**config.mk**
```make
export PLATFORM = sky130hd
export DESIGN_NAME = pra_ram
export DESIGN_NICKNAME = d
export VERILOG_FILES = /design/src/rtl/core/pra_ram.sv
export SDC_FILE = /design/constraint.sdc
export NUM_CORES = 2
export LEC_CHECK = 0
export BUFFER_PORTS_ARGS = -buffer_cell sky130_fd_sc_hd__buf_2
export CELL_PAD_IN_SITES_DETAIL_PLACEMENT = 0
export CELL_PAD_IN_SITES_GLOBAL_PLACEMENT = 2
export CORE_ASPECT_RATIO = 0.6
export CORE_UTILIZATION = 45
export DETAILED_ROUTE_END_ITERATION = 8
export PLACE_DENSITY = 0.68
export SLEW_MARGIN = 15
export SYNTH_ARGS = -nofsm -noshare
export SYNTH_HDL_FRONTEND = slang
export SYNTH_SLANG_ARGS = --single-unit
```
**constraint.sdc**
```tcl
create_clock -name clk -period 5.6 [get_ports clk]
set_input_delay 0.56 -clock clk [delete_from_list [all_inputs] [get_ports clk]]
set_output_delay 0.56 -clock clk [all_outputs]
set_load 0.02 [all_outputs]
```
**src/rtl/core/pra_ram.sv**
```systemverilog
// Generic simple dual-port RAM: one write port, one read port, registered read.
// Depends on nothing.
`timescale 1ns / 1ps

module pra_ram #(
  parameter int WIDTH = 32,
  parameter int DEPTH = 128
) (
  input  logic                     clk,
  input  logic                     we,
  input  logic [$clog2(DEPTH)-1:0] waddr,
  input  logic [WIDTH-1:0]         wdata,
  input  logic                     re,
  input  logic [$clog2(DEPTH)-1:0] raddr,
  output logic [WIDTH-1:0]         rdata
);

  logic [WIDTH-1:0] mem [DEPTH];

  always_ff @(posedge clk) begin
    if (we) begin
      mem[waddr] <= wdata;
    end
    if (re) begin
      rdata <= mem[raddr];
    end
  end

endmodule

```
==> summary.txt <==
Run status
  – Status: complete, but fails checks
  – Violated checks: DRC

Global routing
  – Grt ovf: 0
  – Initial antenna violation count: 79
  – Global-route usage over all layers: 0.254
  – Vias in the first global route: 70,869
  – First-pass GRT wire length: 607,000 um
  – Largest net degree at the start of global routing: 104

Yosys
  – Sequential cell area fraction in the yosys report: 0.792
  – Most used DFF post-synth: edfxtp_1
  – Yosys reg bits: 4,128
  – Yosys warnings: 0
  – Yosys cell types: 16
  – Largest cells by area after synthesis: edfxtp_1 (79%), mux4_2 (19%), clkbuf_1 (0.44%)
  – Number of synthesized flops with an enable pin: 4,128
  – Mapped Cells: 5,990
  – Synth top cells by count: edfxtp_1 (4,128), mux4_2 (1,344), clkbuf_1 (182), nor2_1 (122), buf_2 (79)
  – Mean Syn Cell Area: 26.1 sq um
  – Syn_nets: 6,039
  – Share of the synthesized area in the top cell type: 0.792
  – Count leader, synth: edfxtp_1
  – Asr flop ratio synth: 0
  – Post-Syn Area: 157,000 sq um
  – Yosys top cell by area: edfxtp_1

Final layout
  – Number of fill cells: 26,395
  – Multi-input logic area: 32,300 sq um
  – Sequential Area: 124,000 sq um
  – Final Non-Filler Cells: 11,413
  – Fin nets: 6,485
  – Fraction of layout cells with a size suffix above 1: 0.358
  – P&R area growth vs syn: 13.2%

Timing
  – Achievable frequency: 288 MHz
  – Worst slew pin tran: 1.24 ns
  – Final setup fails: 0
  – Hold Vio Cnt, Final: 0
  – RSZ-0062 raised after global routing: false
  – Setup Skew: 0.0454 ns
  – Final worst setup slack: 2.13 ns
  – Slew HR: 0.171
  – Post-route setup TNS: 0 ns
  – Minimum clock period: 3.47 ns
  – Max-slew violation count: 0
  – Final period util: 0.620

Setup path
  – Worst r2r path cells: 4
  – CP arrival: 4.14 ns
  – Crit path launch type: primary input
  – CP max-delay cell: mux4_2
  – CP Max Fanout: 41
  – Worst setup EP type: flop
  – CP Data Required Time: 6.27 ns
  – Critical path class: primary input to flop
  – Slowest stage delay, CP: 0.62 ns
  – Most frequent CP cell: mux4_2
  – Critical-path cell list: buf_12, buf_4, buf_4, mux4_2, mux4_2, mux4_2, mux2_2

Power and ir drop
  – Post-layout power: 63,000 uW
  – Pwr dens: 356 nW/um^2
  – Leak: 0.0538 uW
  – Max VDD drop: 0.277 mV

CTS
  – CTS clock-pin slew for the worst setup and hold paths: 0.06 ns
  – Hold_buf cts: 0
  – Clock tree sinks: 4,128
  – CTS Buf Count: 371
  – PostCTS Resize Cnt: 0
  – Max H-tree Level: 5
  – Longest Clk Path Bufs: 4
  – Clock Latency Late Sink: 0.95 ns
  – Post-CTS Setup Bufs: 0
  – Root Driver: clkbuf_16
  – TritonCTS clock tree: yes

Place
  – Dpl cells: 10,709
  – Port Buffers: 80
  – Dpl ws: 1.18 ns
  – RePlAce Congestion: 0.794
  – Post-DP HPWL: 258,000 um

Detailed routing
  – DRT antenna net count: 0
  – Pre-antenna DRT Iters: 7
  – Avg Vias per Cell: 6.37
  – DR WL/cell: 39.1 um
  – Detailed Route WL: 447,000 um
  – DR iter-0 viols: 11,636
  – DRC: 27
  – Detailed-route via count: 72,652

Die
  – Die height: 459 um
  – Cell row count: 167
  – I/O pin count: 81
  – Starting Density: 0.453
  – Die X: 764 um
  – Core area: 346,000 sq um
  – Die Area: 350,000 sq um

Job
  – Max-cap violation count: 0

Hold path
  – Worst Hold Depth: 1
  – Tightest Hold Check Type: primary input to flop
-- worst paths after layout --
check               endpoint  slack (ns)   startpoint
hold / removal    mem[58][1]        0.07     wdata[1]
setup / recovery   rdata[11]        2.13     raddr[0]
hold reg to reg     rdata[5]        1.19   mem[77][5]
setup reg to reg    rdata[9]        2.79  mem[127][9]
-- report_power, final --
part           switching (uW)  internal (uW)
clock network           11400          13900
logic                    2270           1260
registers                74.4          34100
-- routing by layer --
layer / global-route usage / share of wire
met5: 0 / 0.00078
met4: 0.0466 / 0.017
met3: 0.0783 / 0.12
met2: 0.351 / 0.43
met1: 0.403 / 0.43
-- per-stage QoR --
| step | hold WS [ns] | utilization | instance area, sq um |
|---|---|---|---|
| floorplan | 0.659 | - | 157000 |
| CTS | 0.00505 | 0.513 | 177000 |
| finish | 0.0666 | 0.513 | 177000 |
| global route | 0.0302 | 0.513 | 177000 |
| global placement | 0.986 | 0.479 | 165000 |
| detailed placement | 1.00 | 0.479 | 165000 |
-- area by class of cell --
class / instances / share of cell area
tap: 4647 / 0.0328
timing repair buffer: 389 / 0.0193
clock inverter: 213 / 0.0110
multi-input combinational: 1546 / 0.182
clock buffer: 450 / 0.0550
antenna: 40 / 0.000565
sequential: 4128 / 0.699
-- placed cells by master (no fill, tap or decap), types with 2 or more instances in the layout --
master	instances
clkinv_1	81
bufinv_16	32
nand3_2	4
clkbuf_16	379
inv_6	6
edfxtp_1	4128
clkinv_8	7
buf_8	3
diode_2	40
clkbuf_1	71
buf_4	297
buf_2	42
nor2b_1	7
nand3_1	8
clkinv_2	69
nor2_1	3
nand2_2	3
nand2b_1	2
clkinv_4	3
nand2_1	11
buf_12	45
nand4_1	3
mux4_2	1344
nor2_4	119
mux2_2	32
nor3_2	9
clkinvlp_4	13
-- flip-flops by register name, indices dropped and copies added, names as in the netlist --
signal,cells
rdata,32
mem,4096
-- critical path, delay by kind of cell --
family	cells	cell delay, ns
muxes	4	2.11
buffers and inverters	3	1.29
-- kinds of logic (layout without fill, tap and decap cells) --
group,count (synthesis),in the layout,synth area share
muxes,1376,1376,0.196
and+or+nand+nor,170,170,0.00445
DFF,4128,4128,0.792
buffers and inverters,316,1052,0.00837
other,0,40,0
Power figures use the tool's default switching activity.
